**config.mk**
```make
export PLATFORM = sky130hd
export DESIGN_NAME = longest_prefix_match_lookup
export DESIGN_NICKNAME = d
export VERILOG_FILES = /design/src/rtl/lpm_pkg.sv /design/src/rtl/longest_prefix_match_lookup.sv /design/src/rtl/lpm_route_ram.sv
export SDC_FILE = /design/constraint.sdc
export NUM_CORES = 1
export LEC_CHECK = 0
export BUFFER_PORTS_ARGS = -buffer_cell sky130_fd_sc_hd__buf_2
export CAP_MARGIN = 20
export CORE_UTILIZATION = 41
export CTS_CLUSTER_DIAMETER = 40
export CTS_CLUSTER_SIZE = 28
export DETAILED_ROUTE_END_ITERATION = 8
export GPL_ROUTABILITY_DRIVEN = 0
export SYNTH_ARGS = -nofsm -noshare
export SYNTH_HDL_FRONTEND = slang
export SYNTH_HIERARCHICAL = 1
export SYNTH_SLANG_ARGS = --single-unit
```
**constraint.sdc**
```tcl
create_clock -name clk -period 18.2 [get_ports clk]
set_input_delay 3.64 -clock clk [delete_from_list [all_inputs] [get_ports clk]]
set_output_delay 3.64 -clock clk [all_outputs]
set_load 0.02 [all_outputs]
```
**src/rtl/lpm_pkg.sv**
```systemverilog
// package: types, constants and helpers shared by the route lookup block
`timescale 1ns / 1ps

package lpm_pkg;

    localparam int ROUTE_ENTRIES_DEF = 16;

    localparam int ADDR_W      = 32;
    localparam int LEN_W       = 6;
    localparam int PORT_W      = 3;
    localparam int SLOT_W      = 4;
    localparam int APB_ADDR_W  = 3;
    localparam int APB_DATA_W  = 32;

    localparam logic [LEN_W-1:0] FULL_LEN          = 6'd32;
    localparam logic [LEN_W-1:0] MIN_MATCH_LEN_RST = 6'd24;

    // word select bit value (paddr[2]) that selects the min_match_len register
    localparam logic REG_MIN_MATCH_LEN = 1'b0;

    localparam logic OP_WRITE  = 1'b0;
    localparam logic OP_LOOKUP = 1'b1;

    typedef enum logic [1:0] {
        ST_IDLE,
        ST_SCAN,
        ST_FINISH
    } lpm_state_t;

    typedef struct packed {
        logic              opcode;
        logic [SLOT_W-1:0] entry_index;
        logic              entry_valid;
        logic [ADDR_W-1:0] entry_prefix;
        logic [LEN_W-1:0]  entry_prefix_len;
        logic [ADDR_W-1:0] entry_gateway;
        logic [PORT_W-1:0] entry_port;
        logic [ADDR_W-1:0] lookup_addr;
    } lpm_in_t;

    typedef struct packed {
        logic              found;
        logic [SLOT_W-1:0] match_index;
        logic [LEN_W-1:0]  match_len;
        logic [ADDR_W-1:0] next_hop;
        logic [PORT_W-1:0] out_port;
    } lpm_out_t;

    typedef struct packed {
        logic [ADDR_W-1:0] prefix;
        logic [LEN_W-1:0]  len;
        logic [ADDR_W-1:0] gateway;
        logic [PORT_W-1:0] port;
    } route_entry_t;

    // leading ones mask, len in 0..32
    function automatic logic [ADDR_W-1:0] len_to_mask(input logic [LEN_W-1:0] len);
        return ~({ADDR_W{1'b1}} >> len);
    endfunction

endpackage

```
**src/rtl/longest_prefix_match_lookup.sv**
```systemverilog
// longest prefix match lookup: route table, scan sequencer and config register
// route writes are taken while idle; a lookup scans the whole table, reading one entry per cycle
// through the single memory read port, and returns its result through the output register
// the sequencer is idle again with the result, so a new lookup is taken only after the last one
// a result waiting in the output register holds back only the next lookup's finish step
// reset clears all route valid bits and sets min_match_len to 24; table contents are not cleared
`timescale 1ns / 1ps

module longest_prefix_match_lookup
    import lpm_pkg::*;
#(
    parameter int ROUTE_ENTRIES = ROUTE_ENTRIES_DEF
)
(
    input  logic                  clk,
    input  logic                  rst_n,

    input  logic                  req_valid,
    output logic                  req_ready,
    input  lpm_in_t               req,

    output logic                  rsp_valid,
    input  logic                  rsp_ready,
    output lpm_out_t              rsp,

    input  logic                  psel,
    input  logic                  penable,
    input  logic                  pwrite,
    input  logic [APB_ADDR_W-1:0] paddr,
    input  logic [APB_DATA_W-1:0] pwdata,
    output logic [APB_DATA_W-1:0] prdata,
    output logic                  pready
);

    localparam int IDX_W = (ROUTE_ENTRIES > 1) ? $clog2(ROUTE_ENTRIES) : 1;
    localparam int CNT_W = $clog2(ROUTE_ENTRIES + 1);
    localparam logic [CNT_W-1:0] CNT_END = CNT_W'(ROUTE_ENTRIES);

    lpm_state_t               state_reg, state_next;
    logic [ROUTE_ENTRIES-1:0] route_valid_reg, route_valid_next;
    logic [LEN_W-1:0]         min_len_reg;
    logic [CNT_W-1:0]         cnt_reg, cnt_next;
    logic                     rd_vld_reg, rd_vld_next;
    logic [IDX_W-1:0]         rd_idx_reg;
    logic                     have_reg, have_next;
    logic                     rsp_valid_reg, rsp_valid_next;

    logic [ADDR_W-1:0]        addr_reg, addr_next;
    logic [IDX_W-1:0]         best_idx_reg, best_idx_next;
    logic [LEN_W-1:0]         best_len_reg, best_len_next;
    logic [ADDR_W-1:0]        best_gw_reg, best_gw_next;
    logic [PORT_W-1:0]        best_port_reg, best_port_next;
    lpm_out_t                 rsp_reg, rsp_next;

    logic                     wr_en;
    logic [IDX_W-1:0]         wr_addr;
    route_entry_t             wr_data;
    logic                     rd_en;
    logic [IDX_W-1:0]         rd_addr;
    route_entry_t             rd_data;
    logic                     entry_hit;
    logic                     cfg_write;

    lpm_route_ram #(
        .DEPTH (ROUTE_ENTRIES),
        .IDX_W (IDX_W)
    ) u_ram (
        .clk     (clk),
        .wr_en   (wr_en),
        .wr_addr (wr_addr),
        .wr_data (wr_data),
        .rd_en   (rd_en),
        .rd_addr (rd_addr),
        .rd_data (rd_data)
    );

    // config port
    assign pready    = 1'b1;
    assign cfg_write = psel && penable && pwrite && (paddr[2] == REG_MIN_MATCH_LEN);
    assign prdata    = (paddr[2] == REG_MIN_MATCH_LEN) ?
                       APB_DATA_W'(min_len_reg) : '0;

    always_ff @(posedge clk or negedge rst_n)
    begin
        if (!rst_n)
        begin
            min_len_reg <= MIN_MATCH_LEN_RST;
        end
        else if (cfg_write)
        begin
            min_len_reg <= pwdata[LEN_W-1:0];
        end
    end

    assign req_ready = (state_reg == ST_IDLE);
    assign rsp_valid = rsp_valid_reg;
    assign rsp       = rsp_reg;

    assign wr_addr = IDX_W'(req.entry_index);
    assign rd_addr = cnt_reg[IDX_W-1:0];

    always_comb
    begin
        wr_data.prefix  = req.entry_prefix;
        wr_data.len     = (req.entry_prefix_len > FULL_LEN) ? FULL_LEN : req.entry_prefix_len;
        wr_data.gateway = req.entry_gateway;
        wr_data.port    = req.entry_port;
    end

    // entry read last cycle is valid, matches the address and beats the best so far
    assign entry_hit = rd_vld_reg && route_valid_reg[rd_idx_reg]
                       && (((addr_reg ^ rd_data.prefix) & len_to_mask(rd_data.len)) == '0)
                       && (!have_reg || (rd_data.len > best_len_reg));

    always_comb
    begin
        state_next       = state_reg;
        route_valid_next = route_valid_reg;
        cnt_next         = cnt_reg;
        have_next        = have_reg;
        addr_next        = addr_reg;
        best_idx_next    = best_idx_reg;
        best_len_next    = best_len_reg;
        best_gw_next     = best_gw_reg;
        best_port_next   = best_port_reg;
        rsp_next         = rsp_reg;
        rsp_valid_next   = rsp_valid_reg && !rsp_ready;
        wr_en            = 1'b0;
        rd_en            = 1'b0;

        if (entry_hit)
        begin
            have_next      = 1'b1;
            best_idx_next  = rd_idx_reg;
            best_len_next  = rd_data.len;
            best_gw_next   = rd_data.gateway;
            best_port_next = rd_data.port;
        end

        case (state_reg)
            ST_IDLE:
            begin
                if (req_valid)
                begin
                    if (req.opcode == OP_LOOKUP)
                    begin
                        addr_next  = req.lookup_addr;
                        cnt_next   = '0;
                        have_next  = 1'b0;
                        state_next = ST_SCAN;
                    end
                    else if (32'(req.entry_index) < ROUTE_ENTRIES)
                    begin
                        // removal only drops the valid bit, stored fields are kept
                        route_valid_next[wr_addr] = req.entry_valid;
                        wr_en = req.entry_valid;
                    end
                end
            end
            ST_SCAN:
            begin
                if (cnt_reg < CNT_END)
                begin
                    rd_en    = 1'b1;
                    cnt_next = cnt_reg + 1'b1;
                end
                else if (rd_vld_reg)
                begin
                    // last entry is compared this cycle
                    state_next = ST_FINISH;
                end
            end
            ST_FINISH:
            begin
                if (!rsp_valid_reg || rsp_ready)
                begin
                    rsp_valid_next = 1'b1;
                    if (have_reg && (best_len_reg >= min_len_reg))
                    begin
                        rsp_next.found       = 1'b1;
                        rsp_next.match_index = SLOT_W'(best_idx_reg);
                        rsp_next.match_len   = best_len_reg;
                        rsp_next.next_hop    = best_gw_reg;
                        rsp_next.out_port    = best_port_reg;
                    end
                    else
                    begin
                        rsp_next = '0;
                    end
                    state_next = ST_IDLE;
                end
            end
            default:
            begin
                state_next = ST_IDLE;
            end
        endcase
    end

    assign rd_vld_next = rd_en;

    always_ff @(posedge clk or negedge rst_n)
    begin
        if (!rst_n)
        begin
            state_reg       <= ST_IDLE;
            route_valid_reg <= '0;
            cnt_reg         <= '0;
            rd_vld_reg      <= 1'b0;
            have_reg        <= 1'b0;
            rsp_valid_reg   <= 1'b0;
        end
        else
        begin
            state_reg       <= state_next;
            route_valid_reg <= route_valid_next;
            cnt_reg         <= cnt_next;
            rd_vld_reg      <= rd_vld_next;
            have_reg        <= have_next;
            rsp_valid_reg   <= rsp_valid_next;
        end
    end

    always_ff @(posedge clk)
    begin
        rd_idx_reg    <= rd_addr;
        addr_reg      <= addr_next;
        best_idx_reg  <= best_idx_next;
        best_len_reg  <= best_len_next;
        best_gw_reg   <= best_gw_next;
        best_port_reg <= best_port_next;
        rsp_reg       <= rsp_next;
    end

endmodule

```
**src/rtl/lpm_route_ram.sv**
```systemverilog
// route table storage: one write port, one read port with registered read data
`timescale 1ns / 1ps

module lpm_route_ram
    import lpm_pkg::*;
#(
    parameter int DEPTH = ROUTE_ENTRIES_DEF,
    parameter int IDX_W = (DEPTH > 1) ? $clog2(DEPTH) : 1
)
(
    input  logic             clk,
    input  logic             wr_en,
    input  logic [IDX_W-1:0] wr_addr,
    input  route_entry_t     wr_data,
    input  logic             rd_en,
    input  logic [IDX_W-1:0] rd_addr,
    output route_entry_t     rd_data
);

    route_entry_t mem [DEPTH];
    route_entry_t rd_data_reg;

    always_ff @(posedge clk)
    begin
        if (wr_en)
        begin
            mem[wr_addr] <= wr_data;
        end
    end

    always_ff @(posedge clk)
    begin
        if (rd_en)
        begin
            rd_data_reg <= mem[rd_addr];
        end
    end

    assign rd_data = rd_data_reg;

endmodule

```
* Word-level counts from Yosys, hierarchy flattened
Memory sizes are Yosys's and may differ from the RTL's. A register that Yosys moved wholly into a read port is not among the register bits.
Cells that the tools add are included.
** Word-level totals
- Output and inout port bits :: 81
- Memories :: 1
- Register bits after elaboration :: 159
- Input bits :: 153
- Word-level logic and storage cells :: 94
- Memory bits (writable) :: 1168
** Memories
- u_ram.mem :: depth 16, width 73, read ports 1, clocked after Yosys merged registers in 1, wr ports 1, RTL line lpm_route_ram.sv:20 : route_entry_t mem [DEPTH];
** Operators by class
- Reductions and logical operators :: 22
- Order comparisons :: 7
- Add/sub/neg operators :: 1
- Bitwise logic cells :: 5
- Eq/ne operators :: 8
- Muxes and demuxes :: 31
- Shift operators :: 1
** Operators by type and width (count)
- $mux W46 :: 1
- $and A32 B32 Y32 :: 1
- $logic_not A32 Y1 :: 1
- $not A32 Y32 :: 1
- $shr A32 B6 Y32 const A :: 1
- $xor A32 B32 Y32 :: 1
- $bwmux W16 :: 1
- $mux W1 :: 15
- $mux W5 :: 3
- $mux W6 :: 2
- $lt A4 B5 Y1 const B :: 2
- $mux W2 :: 5
- $ne A2 B2 Y1 const B :: 5
- $pmux W5 S2 :: 1
- $logic_and A1 B1 Y1 :: 9
- $ge A6 B6 Y1 :: 1
- $gt A6 B6 Y1 :: 1
- $gt A6 B6 Y1 const B :: 1
- $pmux W2 S3 :: 1
- $reduce_and A3 Y1 :: 2
- $add A5 B1 Y5 const B :: 1
- $lt A5 B5 Y1 const B :: 1
- $reduce_and A5 Y1 :: 1
- $bmux W1 S4 :: 1
- 12 further kinds :: 16

* Longest topological paths before layout
- Word-level depth :: 10
- Gate-level depth with buffers :: 9
- Depth with buffers taken out :: 8

* By module
The synthesis kept the hierarchy.
** By module, submodules not included
- lpm_route_ram :: area an instance 45857.7 um^2, sequential area each 37265.7 um^2, cells an instance 1875, instances 1
- longest_prefix_match_lookup :: area an instance 6856.6 um^2, sequential area each 4576.9 um^2, cells an instance 476, instances 1

* Worst setup path before layout
Ideal clock, no wire load.
- Path kind :: input to register
- Start point :: input req[110] (netlist bit)
- End point :: memory u_ram/mem[0][0] (netlist bit), enable pin
- Setup slack :: 7.831 ns
- Data required time :: 17.605 ns
- Library setup time :: 0.595 ns
- Buffers on the path :: 0
- Stages on the path :: 4
- Arrival time :: 9.774 ns
- Path through :: nor4b_1 and2_1 or3b_2 nor3_1
** On the way
- Longest elaborated chain between the ends :: 5
** RTL lines
- start: declaration :: RTL line longest_prefix_match_lookup.sv:20 : input lpm_in_t req,
- $mux W1 :: RTL line longest_prefix_match_lookup.sv:145 : if (req.opcode == OP_LOOKUP)
- $mux W1 :: RTL line longest_prefix_match_lookup.sv:143 : if (req_valid)
- $mux W1 :: RTL line longest_prefix_match_lookup.sv:140 : case (state_reg)
- named net wr_en :: RTL line longest_prefix_match_lookup.sv:55 : logic wr_en;
- $mux W1 :: RTL line lpm_route_ram.sv:25 : if (wr_en)
- $mux W1 (implied by the code) :: RTL line lpm_route_ram.sv:27 : mem[wr_addr] <= wr_data;
- end: declaration :: RTL line lpm_route_ram.sv:20
The timed path passes the listed nets, and every way through them passes these cells.

* Worst setup path after layout
- Start point :: input paddr[2]
- End point :: output prdata[1]
** On the way
- Longest elaborated chain between the ends :: 1
** RTL lines
- start: declaration :: RTL line longest_prefix_match_lookup.sv:29 : input logic [APB_ADDR_W-1:0] paddr,
- $mux W6 :: RTL line longest_prefix_match_lookup.sv:80 : assign prdata = (paddr[2] == REG_MIN_MATCH_LEN) ?
- end: declaration :: RTL line longest_prefix_match_lookup.sv:31 : output logic [APB_DATA_W-1:0] prdata,
Every way passes these cells.

==> impl_metrics.py <==
metrics = {
    "die": {
        "io_pins": 234,
        "die_w_um": 360.6,
        "start_util_pct": 41.34,
        "core_mm2": 0.1275,
        "die-area_mm2": 0.1300,
        "die_h_um": 360.6,
        "row_count": 131,
    },
    "synth": {
        "yosysMostFrequentCell": "edfxtp_1",
        "netlist_area_mm2": 0.05271,
        "syn_area_per_cell_um2": 22.42,
        "synth-edff-count": 1364,
        "yosysTopAreaCell": "edfxtp_1",
        "synthArstFlopShare_pct": 2.286,
        "ys_warn_count": 6,
        "ys_types": 55,
        "synth.top_cell.area_share_pct": 77.70,
        "ys_ff_latch": 1400,
        "synthCells": 2351,
        "synth_common_cells": "edfxtp_1 (1364), mux4_2 (297), a22oi_1 (148)",
        "seq_area_frac_synth_pct": 79.38,
        "synth_ff_type": "edfxtp_1",
        "synth.area.top_cells": "edfxtp_1 (78%), mux4_2 (13%), a22oi_1 (2.1%), dfrtp_1 (1.4%), nand2_1 (0.68%)",
    },
    "timing": {
        "max_freq_mhz": 129.8,
        "post-route-min-period_ns": 7.702,
        "finalCritPeriodShare_pct": 42.32,
        "slew_viol_final": 0,
        "rsz0062_at_grt": "false",
        "hold_violations": 0,
        "hold_ws_ns": 0.4167,
        "fin_setup_tns_ns": 0,
        "fin_worst_skew_ns": 0.04418,
        "maxSlewHeadroom_pct": 24.61,
        "fin_ws_ns": 10.50,
        "worst_pin_slew_ns": 1.131,
        "finalSetupViolCount": 0,
    },
    "finish": {
        "multi_input_area_mm2": 0.01032,
        "synthToLayoutAreaGrowth_pct": 15.62,
        "largest_reg_flops": 1168,
        "stdcell_count": 4421,
        "num-fill-cells": 10177,
        "seq_area_mm2": 0.04185,
        "finalNetCount": 2791,
        "drive_gt1_share_pct": 30.89,
        "final_util_pct": 47.80,
    },
    "clock_tree": {
        "cts_buffers": 154,
        "cts_tree": "done",
        "postCtsResizedCells": 0,
        "h-tree-depth": 4,
        "clock_path_buffers": 3,
        "post-cts-setup-buffer-count": 0,
        "ctsHoldBuffers": 0,
        "root_buffer": "clkbuf_16",
        "clkTransAtPathRegs_ns": 0.06,
        "cts.sinks": 1400,
        "clock_latency_ns": 0.79,
    },
    "global_route": {
        "grt.overflow.total": 0,
        "grt_pass1_vias": 25722,
        "antenna_found_initial": 32,
        "grt_max_degree": 116,
        "grtUsageTotal_pct": 18.96,
        "grt_pass1_wl_um": 176800,
    },
    "power": {
        "leakagePower_nw": 19.58,
        "ir_worst_vdd_mv": 0.1213,
        "p_comb_share_pct": 19.8,
        "power_density_mw_per_mm2": 145.8,
        "internal_power_mw": 6.419,
        "power.switching_mw": 2.466,
        "switching_share_pct": 27.75,
        "pwr-share-seq_pct": 44.4,
        "p_clk_share_pct": 35.8,
    },
    "route": {
        "first_pass_iters": 7,
        "via_per_inst": 5.569,
        "routedWlPerCell_um": 27.44,
        "ant_nets": 0,
        "vias": 24619,
        "drcViolationCount": 0,
        "routed_wl_um": 121300,
        "drtIter0Drc": 2303,
    },
    "worst_setup_path": {
        "worst_ep_arrival_time_ns": 4.06,
        "worst_ep_required_time_ns": 14.56,
        "end_kind": "primary output",
        "crit_path_start_kind": "input port",
        "worst_r2r_endpoint": "u_ram/rd_data[72]",
        "r2r_setup_slack_ns": 13.29,
        "critPathKind": "input port to primary output",
        "crit_start": "paddr[2]",
        "crit_fanout": 7,
        "r2r_cells": 6,
        "timing.rr.start": "cnt_reg[1]",
        "crit_end": "prdata[1]",
    },
    "min_path": {
        "hold_class": "flip-flop to flip-flop",
    },
    "place": {
        "pre_cts_slack_ns": 10.48,
        "dp_hpwl_um": 61880,
        "place.port_buffers": 178,
        "placedCellCount": 4128,
    },
    "run": {
        "max_cap_viol_count": 0,
    },
    "outcome": {
        "status": "finished, final reports clean",
    },
}
## layer usage
metal	part of all wire (%)	vias up	wire (um)	track usage, %
met3	8.0	212	9663	5.175
met1	42	13046	50830	25.88
met5	0.15	-	180	0
li1	-	10416	-	-
met2	48	917	57830	29.74
met4	2.3	28	2792	5.774
## critical path: stages
cell and delay [ns]:
buf_2 0.14, nor2_1 0.11, buf_2 0.17
## placed cells by master (no fill, tap or decap), types with 15 or more instances in the layout
master / instances
a22oi_1: 148
buf_2: 178
buf_4: 50
clkbuf_16: 161
clkinvlp_4: 18
conb_1: 27
dfrtp_1: 28
edfxtp_1: 1364
inv_1: 15
inv_6: 25
inv_8: 15
mux2_2: 23
mux4_2: 297
nand2_1: 96
nor2_1: 23
nor3b_1: 41
xnor2_1: 25
## area by class of cell
type	instances	share of cell area, %
clock buffer	171	6.688
timing repair buffer	231	2.151
tap	1662	3.412
multi-input combinational	823	16.93
inverter	15	0.09238
sequential	1400	68.66
antenna	7	0.02874
clock inverter	112	2.030
## cells by family (layout without fill, tap and decap cells)
kind of cell             after synthesis  in the layout  synth area share [%]
XOR/XNOR                              33             33                0.5483
flip-flops                          1400           1400                 79.38
AO/OA/AOI/OAI                        196            196                 2.746
AND/OR/NAND/NOR                      234            234                 2.241
adder cells (fa/ha/maj)               13             13                0.3086
other                                  2             34               0.01425
multiplexers                         320            320                 13.18
buffers and inverters                153            529                 1.586
## power by group through the flow
stage          logic, mW  registers [mW]  clock network (mW)
2_1_floorplan       1.37            3.90                   0
3_3_place_gp        1.76            4.02                   0
3_5_place_dp        1.79            4.02                   0
4_1_cts             1.79            3.95                3.25
5_1_grt             1.90            3.97                3.37
6_report            1.76            3.95                3.18
## worst min-delay path by stage
stage	depth (start not counted)	slack (ns)	startpoint	endpoint
after floorplan	0	0.40	u_ram/rd_data[3]	best_gw_reg[0]
after global placement	0	0.41	u_ram/rd_data[7]	best_gw_reg[4]
after detailed placement	0	0.41	u_ram/rd_data[10]	best_gw_reg[7]
after CTS	0	0.42	u_ram/rd_data[34]	best_gw_reg[31]
after global routing	0	0.43	u_ram/rd_data[10]	best_gw_reg[7]
final	0	0.42	u_ram/rd_data[34]	best_gw_reg[31]
## metrics by stage
stage	power, mW	area, um^2
finish	8.885	60950
global route	9.248	60940
CTS	8.992	60900
detailed placement	5.810	55580
global placement	5.774	55580
floorplan	5.275	52810
No activity file was read; power rests on OpenSTA's default activity.
